==> config.mk <==
export PLATFORM = sky130hd
export DESIGN_NAME = tpmc_ctrl
export DESIGN_NICKNAME = d
export VERILOG_FILES = /design/src/rtl/core/tpmc_pkg.sv /design/src/rtl/core/tpmc_ctrl.sv
export SDC_FILE = /design/constraint.sdc
export NUM_CORES = 1
export LEC_CHECK = 0
export BUFFER_PORTS_ARGS = -buffer_cell sky130_fd_sc_hd__buf_4
export CAP_MARGIN = 20
export CORE_ASPECT_RATIO = 1.2
export CORE_UTILIZATION = 40
export DETAILED_ROUTE_END_ITERATION = 8
export PLACE_DENSITY = 0.75
export SETUP_SLACK_MARGIN = 0.3
export SYNTH_ARGS = -nofsm -noshare
export SYNTH_HDL_FRONTEND = slang
export SYNTH_SLANG_ARGS = --single-unit
==> constraint.sdc <==
create_clock -name clk -period 3.1 [get_ports clk]
set_clock_uncertainty 0.05 [all_clocks]
set_input_delay 0.62 -clock clk [delete_from_list [all_inputs] [get_ports clk]]
set_output_delay 0.62 -clock clk [all_outputs]
set_load 0.05 [all_outputs]
==> src/rtl/core/tpmc_pkg.sv <==
// Shared types, constants and helpers of the threshold point-merge clustering core.
package tpmc_pkg;

	localparam int COORD_W        = 24;
	localparam int THR_W          = 16;
	localparam int MAX_POINTS_DEF = 16;
	localparam int FRAC_BITS_DEF  = 8;
	localparam logic [THR_W-1:0] THR_RESET = THR_W'(300);

	typedef struct packed {
		logic signed [COORD_W-1:0] x;
		logic signed [COORD_W-1:0] y;
		logic signed [COORD_W-1:0] z;
	} point_t;

	typedef enum logic [1:0] {
		COORD_X = 2'd0,
		COORD_Y = 2'd1,
		COORD_Z = 2'd2
	} coord_t;

	typedef struct packed {
		logic   load_wr;
		logic   thr_sq;
		logic   r_clr;
		logic   r_inc;
		logic   j_clr;
		logic   j_inc;
		logic   sel_ref;
		logic   ref_ld;
		logic   mask_clr;
		logic   sq_en;
		coord_t sq_coord;
		logic   acc_ld;
		logic   acc_add;
		logic   near_chk;
		logic   merge_init;
		logic   acc_pt;
		logic   div_start;
		logic   div_step;
		logic   div_wr;
		logic   out_ld;
		logic   cnt_clr;
	} dp_cmd_t;

	typedef struct packed {
		logic r_end;
		logic j_end;
		logic j_last;
		logic rd_valid;
		logic mask_zero;
		logic div_done;
	} dp_stat_t;

	function automatic logic pt_valid(point_t p);
		return (p.x != '0) && (p.y != '0) && (p.z != '0);
	endfunction

endpackage

==> src/rtl/core/tpmc_ctrl.sv <==
// Controller state machine: sequences load, neighbor search, merge, divide and emit.
module tpmc_ctrl (
	input  logic               clk,
	input  logic               arst_n,
	input  logic               in_valid,
	input  logic               in_last,
	output logic               in_ready,
	output logic               out_valid,
	input  logic               out_ready,
	input  tpmc_pkg::dp_stat_t stat,
	output tpmc_pkg::dp_cmd_t  cmd
);
	import tpmc_pkg::*;

	typedef enum logic [15:0] {
		S_IDLE      = 16'h0001,
		S_THR       = 16'h0002,
		S_REF_RD    = 16'h0004,
		S_REF_LD    = 16'h0008,
		S_J_RD      = 16'h0010,
		S_J_X       = 16'h0020,
		S_J_Y       = 16'h0040,
		S_J_Z       = 16'h0080,
		S_J_CMP     = 16'h0100,
		S_M_RD      = 16'h0200,
		S_M_ACC     = 16'h0400,
		S_DIV       = 16'h0800,
		S_DIV_WR    = 16'h1000,
		S_EMIT_RD   = 16'h2000,
		S_EMIT_LD   = 16'h4000,
		S_EMIT_WAIT = 16'h8000
	} state_t;

	state_t state_q, state_d;

	assign in_ready  = (state_q == S_IDLE);
	assign out_valid = (state_q == S_EMIT_WAIT);

	always_comb begin
		state_d = state_q;
		cmd     = '0;
		cmd.sq_coord = COORD_X;
		unique case (state_q)
			S_IDLE: begin
				if (in_valid) begin
					cmd.load_wr = 1'b1;
					if (in_last) state_d = S_THR;
				end
			end
			S_THR: begin
				cmd.thr_sq = 1'b1;
				cmd.r_clr  = 1'b1;
				state_d    = S_REF_RD;
			end
			S_REF_RD: begin
				if (stat.r_end) begin
					cmd.j_clr = 1'b1;
					state_d   = S_EMIT_RD;
				end else begin
					cmd.sel_ref = 1'b1;
					state_d     = S_REF_LD;
				end
			end
			S_REF_LD: begin
				cmd.ref_ld = 1'b1;
				if (!stat.rd_valid) begin
					cmd.r_inc = 1'b1;
					state_d   = S_REF_RD;
				end else begin
					cmd.j_clr    = 1'b1;
					cmd.mask_clr = 1'b1;
					state_d      = S_J_RD;
				end
			end
			S_J_RD: begin
				if (stat.j_end) begin
					if (stat.mask_zero) begin
						cmd.r_inc = 1'b1;
						state_d   = S_REF_RD;
					end else begin
						cmd.merge_init = 1'b1;
						state_d        = S_M_RD;
					end
				end else begin
					state_d = S_J_X;
				end
			end
			S_J_X: begin
				cmd.sq_en    = 1'b1;
				cmd.sq_coord = COORD_X;
				state_d      = S_J_Y;
			end
			S_J_Y: begin
				cmd.sq_en    = 1'b1;
				cmd.sq_coord = COORD_Y;
				cmd.acc_ld   = 1'b1;
				state_d      = S_J_Z;
			end
			S_J_Z: begin
				cmd.sq_en    = 1'b1;
				cmd.sq_coord = COORD_Z;
				cmd.acc_add  = 1'b1;
				state_d      = S_J_CMP;
			end
			S_J_CMP: begin
				cmd.near_chk = 1'b1;
				cmd.j_inc    = 1'b1;
				state_d      = S_J_RD;
			end
			S_M_RD: begin
				if (stat.j_end) begin
					cmd.div_start = 1'b1;
					state_d       = S_DIV;
				end else begin
					state_d = S_M_ACC;
				end
			end
			S_M_ACC: begin
				cmd.acc_pt = 1'b1;
				cmd.j_inc  = 1'b1;
				state_d    = S_M_RD;
			end
			S_DIV: begin
				if (stat.div_done) state_d = S_DIV_WR;
				else cmd.div_step = 1'b1;
			end
			S_DIV_WR: begin
				cmd.div_wr = 1'b1;
				cmd.r_clr  = 1'b1;
				state_d    = S_REF_RD;
			end
			S_EMIT_RD: begin
				state_d = S_EMIT_LD;
			end
			S_EMIT_LD: begin
				cmd.out_ld = 1'b1;
				state_d    = S_EMIT_WAIT;
			end
			S_EMIT_WAIT: begin
				if (out_ready) begin
					cmd.j_inc = 1'b1;
					if (stat.j_last) begin
						cmd.cnt_clr = 1'b1;
						state_d     = S_IDLE;
					end else begin
						state_d = S_EMIT_RD;
					end
				end
			end
			default: state_d = S_IDLE;
		endcase
	end

	always_ff @(posedge clk or negedge arst_n) begin
		if (!arst_n) state_q <= S_IDLE;
		else state_q <= state_d;
	end

endmodule

# ---- After elaboration in Yosys (flattened, before gate mapping)
# Index checks and enable logic that the tools add are counted.
dict set report word_totals {
  out_inout_bits 24
  input_bits 11
  register_bits 16
}
dict set report classes {
  n_eq_ne 20
  mux 44
  n_reduce_logical 3
}
# op n
set op_table {}
lappend op_table {{case mux 16 bit (15 select lines)} 1}
lappend op_table {{two-way mux 16 bit} 4}
lappend op_table {{two-way mux 1 bit} 28}
lappend op_table {{two-way mux 14 bit} 2}
lappend op_table {{two-way mux 10 bit} 2}
lappend op_table {{equality test 16 x 1 -> 1 bit (second input constant)} 1}
lappend op_table {{equality test 16 x 10 -> 1 bit (second input constant)} 1}
lappend op_table {{equality test 16 x 11 -> 1 bit (second input constant)} 1}
lappend op_table {{equality test 16 x 12 -> 1 bit (second input constant)} 1}
lappend op_table {{equality test 16 x 13 -> 1 bit (second input constant)} 1}
lappend op_table {{equality test 16 x 14 -> 1 bit (second input constant)} 1}
lappend op_table {{equality test 16 x 15 -> 1 bit (second input constant)} 1}
lappend op_table {{equality test 16 bit (second input constant)} 1}
lappend op_table {{equality test 16 x 2 -> 1 bit (second input constant)} 1}
lappend op_table {{equality test 16 x 3 -> 1 bit (second input constant)} 1}
lappend op_table {{equality test 16 x 4 -> 1 bit (second input constant)} 1}
lappend op_table {{equality test 16 x 5 -> 1 bit (second input constant)} 1}
lappend op_table {{equality test 16 x 6 -> 1 bit (second input constant)} 1}
lappend op_table {{equality test 16 x 7 -> 1 bit (second input constant)} 1}
lappend op_table {{equality test 16 x 8 -> 1 bit (second input constant)} 1}
lappend op_table {{equality test 16 x 9 -> 1 bit (second input constant)} 1}
lappend op_table {{two-way mux 12 bit} 1}
lappend op_table {{case mux 3 bit (3 select lines)} 1}
lappend op_table {{!= test 2 bit (second input constant)} 3}
lappend op_table {{other kinds (6)} 9}

# ---- Logic depth before layout (Yosys ltp)
# Gate-level depths: netlist of the first run.
dict set report logic_depth {
  depth_word 3
  ltp_mapped 7
  mapped_depth_nobuf 5
}

# ---- Worst setup path after synthesis of the first run
# OpenSTA, ideal clock, no wires.
dict set report synth_timing {
  path_kind {register -> output}
  from {register state_q[9]}
  to {output port cmd[11] (netlist name)}
  stages_incl_launch_ff 7
  arrival_time_ps 3203
  path_slack_ps -773
  path_cell_list {dfrtp_1 > or4_1 > buf_6 > nor4_2 > nand2b_1 > nor3b_1 > buf_4}
}
# item line_no
set synth_lines {}
lappend synth_lines {{from (decl)} tpmc_ctrl.sv:34} ;# state_t state_q, state_d;
lappend synth_lines {{from (signal assigned)} tpmc_ctrl.sv:156} ;# else state_q <= state_d;
lappend synth_lines {{to (decl)} tpmc_ctrl.sv:11} ;# output tpmc_pkg::dp_cmd_t cmd

==> results of run 1 <==
[metrics by stage]
step | instance area [sq um] | power, uW | hold slack [ns]
floorplan | 1254 | 575.7 | 0.2744
global placement | 1551 | 673.0 | 0.4422
detailed placement | 1551 | 681.6 | 0.4433
CTS | 1919 | 880.8 | 0.1149
global route | 2004 | 983.3 | 0.1204
finish | 2004 | 949.0 | 0.09866
[cells by family (layout without fill, tap and decap cells)]
kind of cell / Yosys count / after routing / share of synthesized area
muxes: 1 / 1 / 0.009868
AOI/OAI and AO/OA: 15 / 15 / 0.09430
xor gates and xnor gates: 2 / 2 / 0.01535
buffers and inverters: 10 / 77 / 0.05373
and+or+nand+nor: 74 / 75 / 0.4748
DFF: 16 / 16 / 0.3520
[how the worst min path moves through the flow]
stage / start / endpoint / slack [ns] / cells past startpoint
4_1_cts: arst_n / state_q[8]$_DFFE_PN0P_ / 0.11 / 1
3_5_place_dp: arst_n / state_q[8]$_DFFE_PN0P_ / 0.44 / 1
3_3_place_gp: arst_n / state_q[9]$_DFFE_PN0P_ / 0.44 / 1
6_report: arst_n / state_q[5]$_DFFE_PN0P_ / 0.1 / 1
5_1_grt: arst_n / state_q[8]$_DFFE_PN0P_ / 0.12 / 1
2_1_floorplan: arst_n / state_q[10]$_DFFE_PN0P_ / 0.27 / 0
[routing by layer]
layer / vias up / part of all wire / wire length, um / GRT usage
li1: 589 / - / - / -
met1: 637 / 0.37 / 1428 / 0.2830
met5: - / 0 / 0 / 0
met3: 14 / 0.047 / 184 / 0.04261
met2: 57 / 0.56 / 2182 / 0.5276
met4: 0 / 0.030 / 116 / 0.1627
[report_power, final]
group          leakage (uW)  internal (uW)  switching (uW)  total, uW
clock             0.0000210           71.9            79.3        151
combinational      0.000676            240             308        548
sequential         0.000210            231            19.0        250
total              0.000907            543             406        949
[repair_timing]
| action | 4_1_cts | 5_1_grt |
|---|---|---|
| buffers inserted | 24 | 4 |
| setup endpoints to repair | 24 | 21 |
| pin swaps | 13 | 8 |
| cloned | 1 | 0 |
| endpoints found under the hold margin | 0 | 0 |
| gates resized for setup | 36 | 14 |
[final cells by class]
type	instances	area [sq um]	area share
Clock buffer	4	36.28	0.01810
Tap cell	33	41.29	0.02060
Sequential cell	16	407.9	0.2035
Inverter	3	15.01	0.007491
Timing Repair Buffer	70	644.4	0.3215
Multi-Input combinational cell	93	859.6	0.4288
[worst register-to-register path, stage by stage (launching register included)]
cell and delay, ns:
dfrtp_2 0.47, or4_4 0.57, buf_4 0.17, nor4_4 0.29
buf_4 0.18, buf_12 0.10, nand2b_1 0.08, or3b_2 0.28
nor3b_1 0.08
[layout by cell type (no fill, tap or decap), types with 3 or more instances in the layout]
cell type  count
nand2_1        3
buf_6         13
nor4_1         3
or4b_4         4
nor3b_1        4
and2_4         3
or2_2          4
buf_4         49
a21oi_1        4
nor2_1         6
nor4_2         4
or4_4          5
dfrtp_1       10
nor3b_4        3
dfrtp_2        5
buf_8          6
or4b_2         5
nand2b_1       6
nor2_2         3
clkbuf_4       3
nor4_4         5
==> impl_metrics.tcl, run 1 <==
set metrics [dict create \
    outcome "complete, no violations" \
    path_cells "or4_4, nor4_4, nand2b_4, nor3b_4, buf_6" \
    pre_cts_ws_ns 0.1954 \
    fp.dieH_um 60.51 \
    start_util 0.4343 \
    drc 0 \
    reg_top3 "state_q (16)" \
    cts_sinks 16 \
    cpMaxStageDelayCell "or4_4" \
    async_flop_share 1.000 \
    nets 198 \
    syn_avg_cell_area_sq_um 9.670 \
    antenna_found_initial 0 \
    rsz0062_at_grt "yes" \
    clkLatencyLatePin_ns 0.31 \
    stdcell_count 219 \
    ys_seq_area_frac 0.3520 \
    vias_per_cell 5.922 \
    path_max_fanout 8 \
    syn_inst 118 \
    placementRows 20 \
    grt_max_degree 17 \
    cts_tree "built" \
    antenna_cells 0 \
    fillers 177 \
    fp.dieW_um 50.76 \
    io_buffers 34 \
    synth.area.top_cells "dfrtp_1 33%, or4b_2 7.9%, nor4_4 5.6%" \
    path_class "reg2out" \
    required_ns 2.43 \
    start_kind "flip-flop" \
    timing.rr.start "state_q[10]$_DFFE_PN0P_" \
    synth_common_cells "15 x dfrtp_1, 10 x nor2_1, 9 x or4b_2" \
    crit_family "simple AND/OR/NAND/NOR gates" \
    root_buffer "clkbuf_4" \
    critical_path_arrival_ns 2.27 \
    syn_to_final_growth_pct 75.66 \
    final_core_util 0.7629 \
    syn_area_sq_mm 0.001141 \
    yosysMostFrequentCell "dfrtp_1" \
    ir_drop_v 0.0005453 \
    ys.warnings.count 0 \
    largest_register_ffs 16 \
    rr_worst_depth 8 \
    ys.flop_type "dfrtp_1" \
    slowest_delay_ns 0.57 \
    holdCritPathClass "in2async" \
    setup_tns_ns 0 \
    min_period_ns 2.937 \
    cts_buffers 3 \
    yosysTopAreaCellShare 0.3289 \
    htree_levels 1 \
    pin_count 35 \
    drt-initial-drc-count 28 \
    dr.pass1.iters 4 \
    max-slew-margin-rel 0.6326 \
    path_depth 5 \
    slew_violations 0 \
    post_drt_wl_per_cell_um 17.86 \
    max_flop_register "state_q" \
    die_area_sq_mm 0.003071 \
    cellPowerDensity_mw_per_mm2 473.5 \
    core-area_sq_mm 0.002628 \
    hold_viol 0 \
    hold_buffers 0 \
    cp.buffers_inverters 1 \
    grt_pass1_wl_um 6016 \
    leakage_uw 0.0009069 \
    drive_gt1_frac 0.7043 \
    post-dp-hpwl_um 2279 \
    cts.path.max_buffers 2 \
    grtUsageTotal 0.2751 \
    gp_congestion 0.8461 \
    ys_ff_latch 16 \
    placedCellCount 186 \
    route.vias.total 1297 \
    yosys.area.top_type "dfrtp_1" \
    ys_types 37 \
    maxCapViolCount 0 \
    antenna_left 0 \
    cp-end-kind "output pin" \
    critical_path.startpoint "state_q[10]$_DFFE_PN0P_" \
    path_clk_slew_ns 0.10 \
    synth_nets 129 \
    setup_slack_ns 0.1634 \
    worstSetupEndpoint "cmd[11]" \
    overflow 0 \
    rrSetupSlack_ns 0.73 \
    routed_wl_um 3911 \
    tightest_slew_ns 0.5434 \
    r2r_end "state_q[5]$_DFFE_PN0P_" \
    max_freq_mhz 340.5 \
    post-route-period-util 0.9473 \
    synth-edff-count 0 \
    grt_pass1_vias 1280 \
    setup_viol 0 \
]
Note: power is estimated with default switching activity, not from simulation.
==> inputs of run 2 (changes only) <==
--- a/config.mk
+++ b/config.mk
@@ -9,6 +9,7 @@
 export CAP_MARGIN = 20
 export CORE_ASPECT_RATIO = 1.2
 export CORE_UTILIZATION = 40
+export CTS_BUF_LIST = sky130_fd_sc_hd__clkbuf_8
 export DETAILED_ROUTE_END_ITERATION = 8
 export PLACE_DENSITY = 0.75
 export SETUP_SLACK_MARGIN = 0.3
==> run 2 against run 1 <==
Cell area rose by 1.0%. First-iteration DRC count rose by 3.6%. Combinational power rose by 12%. Critical path depth did not move. Global-route usage fell by 2.3 points. Flip-flop and latch count did not move. Power rose by 11%. Register-to-register slack improved by 0.05 ns. Non-clock buffer count rose by 3. Sequential share of layout area fell by 0.26 points.
==> impl_metrics.tcl, run 2 (synthesis gave the netlist of run 1 again) <==
set metrics [dict create \
    post-route-period-util 0.9310 \
    clkLatencyLatePin_ns 0.26 \
    max-slew-margin-rel 0.6437 \
    max_flop_register "state_q" \
    placementRows 20 \
    grt_max_degree 17 \
    outcome "complete, no violations" \
    drive_gt1_frac 0.7037 \
    fp.dieW_um 50.76 \
    path_cells "or4_4, nor4_4, nand2b_4, nor3b_4, buf_6" \
    final_common_cell "buf_4" \
    cts_sinks 16 \
    critical_path_arrival_ns 2.22 \
    setup_tns_ns 0 \
    setup_viol 0 \
    hold_viol 0 \
    final_cell_mix "54 x buf_4, 14 x buf_6, 11 x dfrtp_1, 7 x or4b_2, 7 x nor2_1" \
    syn_to_final_growth_pct 77.41 \
    path_clk_slew_ns 0.07 \
    antenna_left 0 \
    pin_count 35 \
    reg_top3 "state_q (16)" \
    gp_congestion 0.8461 \
    grt_pass1_vias 1146 \
    die_area_sq_mm 0.003071 \
    grt_pass1_wl_um 5513 \
    root_buffer "clkbuf_8" \
    cts.path.max_buffers 2 \
    nets 201 \
    path_max_fanout 8 \
    grtUsageTotal 0.2523 \
    fp.dieH_um 60.51 \
    antenna_cells 0 \
    fillers 162 \
    antenna_found_initial 0 \
    post-dp-hpwl_um 2279 \
    setup_slack_ns 0.2138 \
    tightest_slew_ns 0.5271 \
    path_class "reg2out" \
    holdCritPathClass "in2async" \
    rsz0062_at_grt "yes" \
    cellPowerDensity_mw_per_mm2 522.2 \
    ir_drop_v 0.0005098 \
    cp-end-kind "output pin" \
    required_ns 2.43 \
    vias_per_cell 5.829 \
    drc 0 \
    max_freq_mhz 346.5 \
    slew_violations 0 \
    path_depth 5 \
    start_util 0.4343 \
    core-area_sq_mm 0.002628 \
    largest_register_ffs 16 \
    final_core_util 0.7705 \
    power.total_uw 1057 \
    leakage_uw 0.0009238 \
    route.vias.total 1294 \
    dr.pass1.iters 4 \
    maxCapViolCount 0 \
    htree_levels 1 \
    post_drt_wl_per_cell_um 18.43 \
    rr_worst_depth 8 \
    routed_wl_um 4091 \
    crit_family "simple AND/OR/NAND/NOR gates" \
    start_kind "flip-flop" \
    io_buffers 34 \
    min_period_ns 2.886 \
    drt-initial-drc-count 29 \
    cp.buffers_inverters 1 \
    cts_buffers 3 \
    cts_tree "built" \
    pre_cts_ws_ns 0.1954 \
    slowest_delay_ns 0.63 \
    cpMaxStageDelayCell "or4_4" \
    overflow 0 \
]
run 2: cell types whose count changed in the layout (fill, tap and decap cells not counted), sizes merged:
cell  change
buf       +3
run 2: final timing paths:
kind	from	endpoint	slack [ns]
hold / removal	arst_n	state_q[6]$_DFFE_PN0P_	0.16
max in group asynchronous	arst_n	state_q[0]$_DFFE_PN1P_	2.59
setup / recovery	state_q[11]$_DFFE_PN0P_	cmd[11]	0.21
setup reg to reg	state_q[2]$_DFFE_PN0P_	state_q[5]$_DFFE_PN0P_	0.78
min in group clk	stat[5]	state_q[3]$_DFFE_PN0P_	0.48
hold reg to reg	state_q[6]$_DFFE_PN0P_	state_q[8]$_DFFE_PN0P_	0.55
run 2: worst register-to-register path, delay by kind of cell (launching register included):
kind	cells	cell delay, ns
buffers and inverters	3	0.45
AND/OR/NAND/NOR	5	1.32
flip-flops	1	0.39
run 2: metrics by stage:
step | std cells | hold slack (ns) | cell area, sq um
3_5_place_dp | 186 | 0.4433 | 1551
6_report | 222 | 0.1597 | 2024
4_1_cts | 206 | 0.1685 | 1800
2_1_floorplan | 118 | 0.2744 | 1254
5_1_grt | 222 | 0.1705 | 2024
3_3_place_gp | 186 | 0.4422 | 1551
run 2: layout make-up:
type                       instances  area [sq um]  share of cell area
inverter                           3         15.01            0.007417
clock buffer                       4         55.05             0.02719
sequential                        16         406.6              0.2009
timing repair buffer              73         643.1              0.3177
tap                               33         41.29             0.02040
multi-input combinational         93         863.3              0.4265
run 2: per-layer routing:
metal  global-route usage  routed length [um]  vias up
met5                    0                   0        -
met4               0.1429                 157        0
met3              0.03008                 151       18
met2               0.4705                2257       52
met1               0.2784                1525      634
li1                     -                   -      590
run 2: timing repair:
action,4_1_cts,5_1_grt
endpoints found under the setup margin,23,18
resized for setup,21,22
setup buffers,15,16
hold buffers,0,0
cloned,1,0
pin swaps,9,9
run 2: report_power, final:
group          leakage [uW]  internal [uW]  switching [uW]
sequential         0.000212            231            18.4
combinational      0.000683            287             329
clock             0.0000288            113            79.2
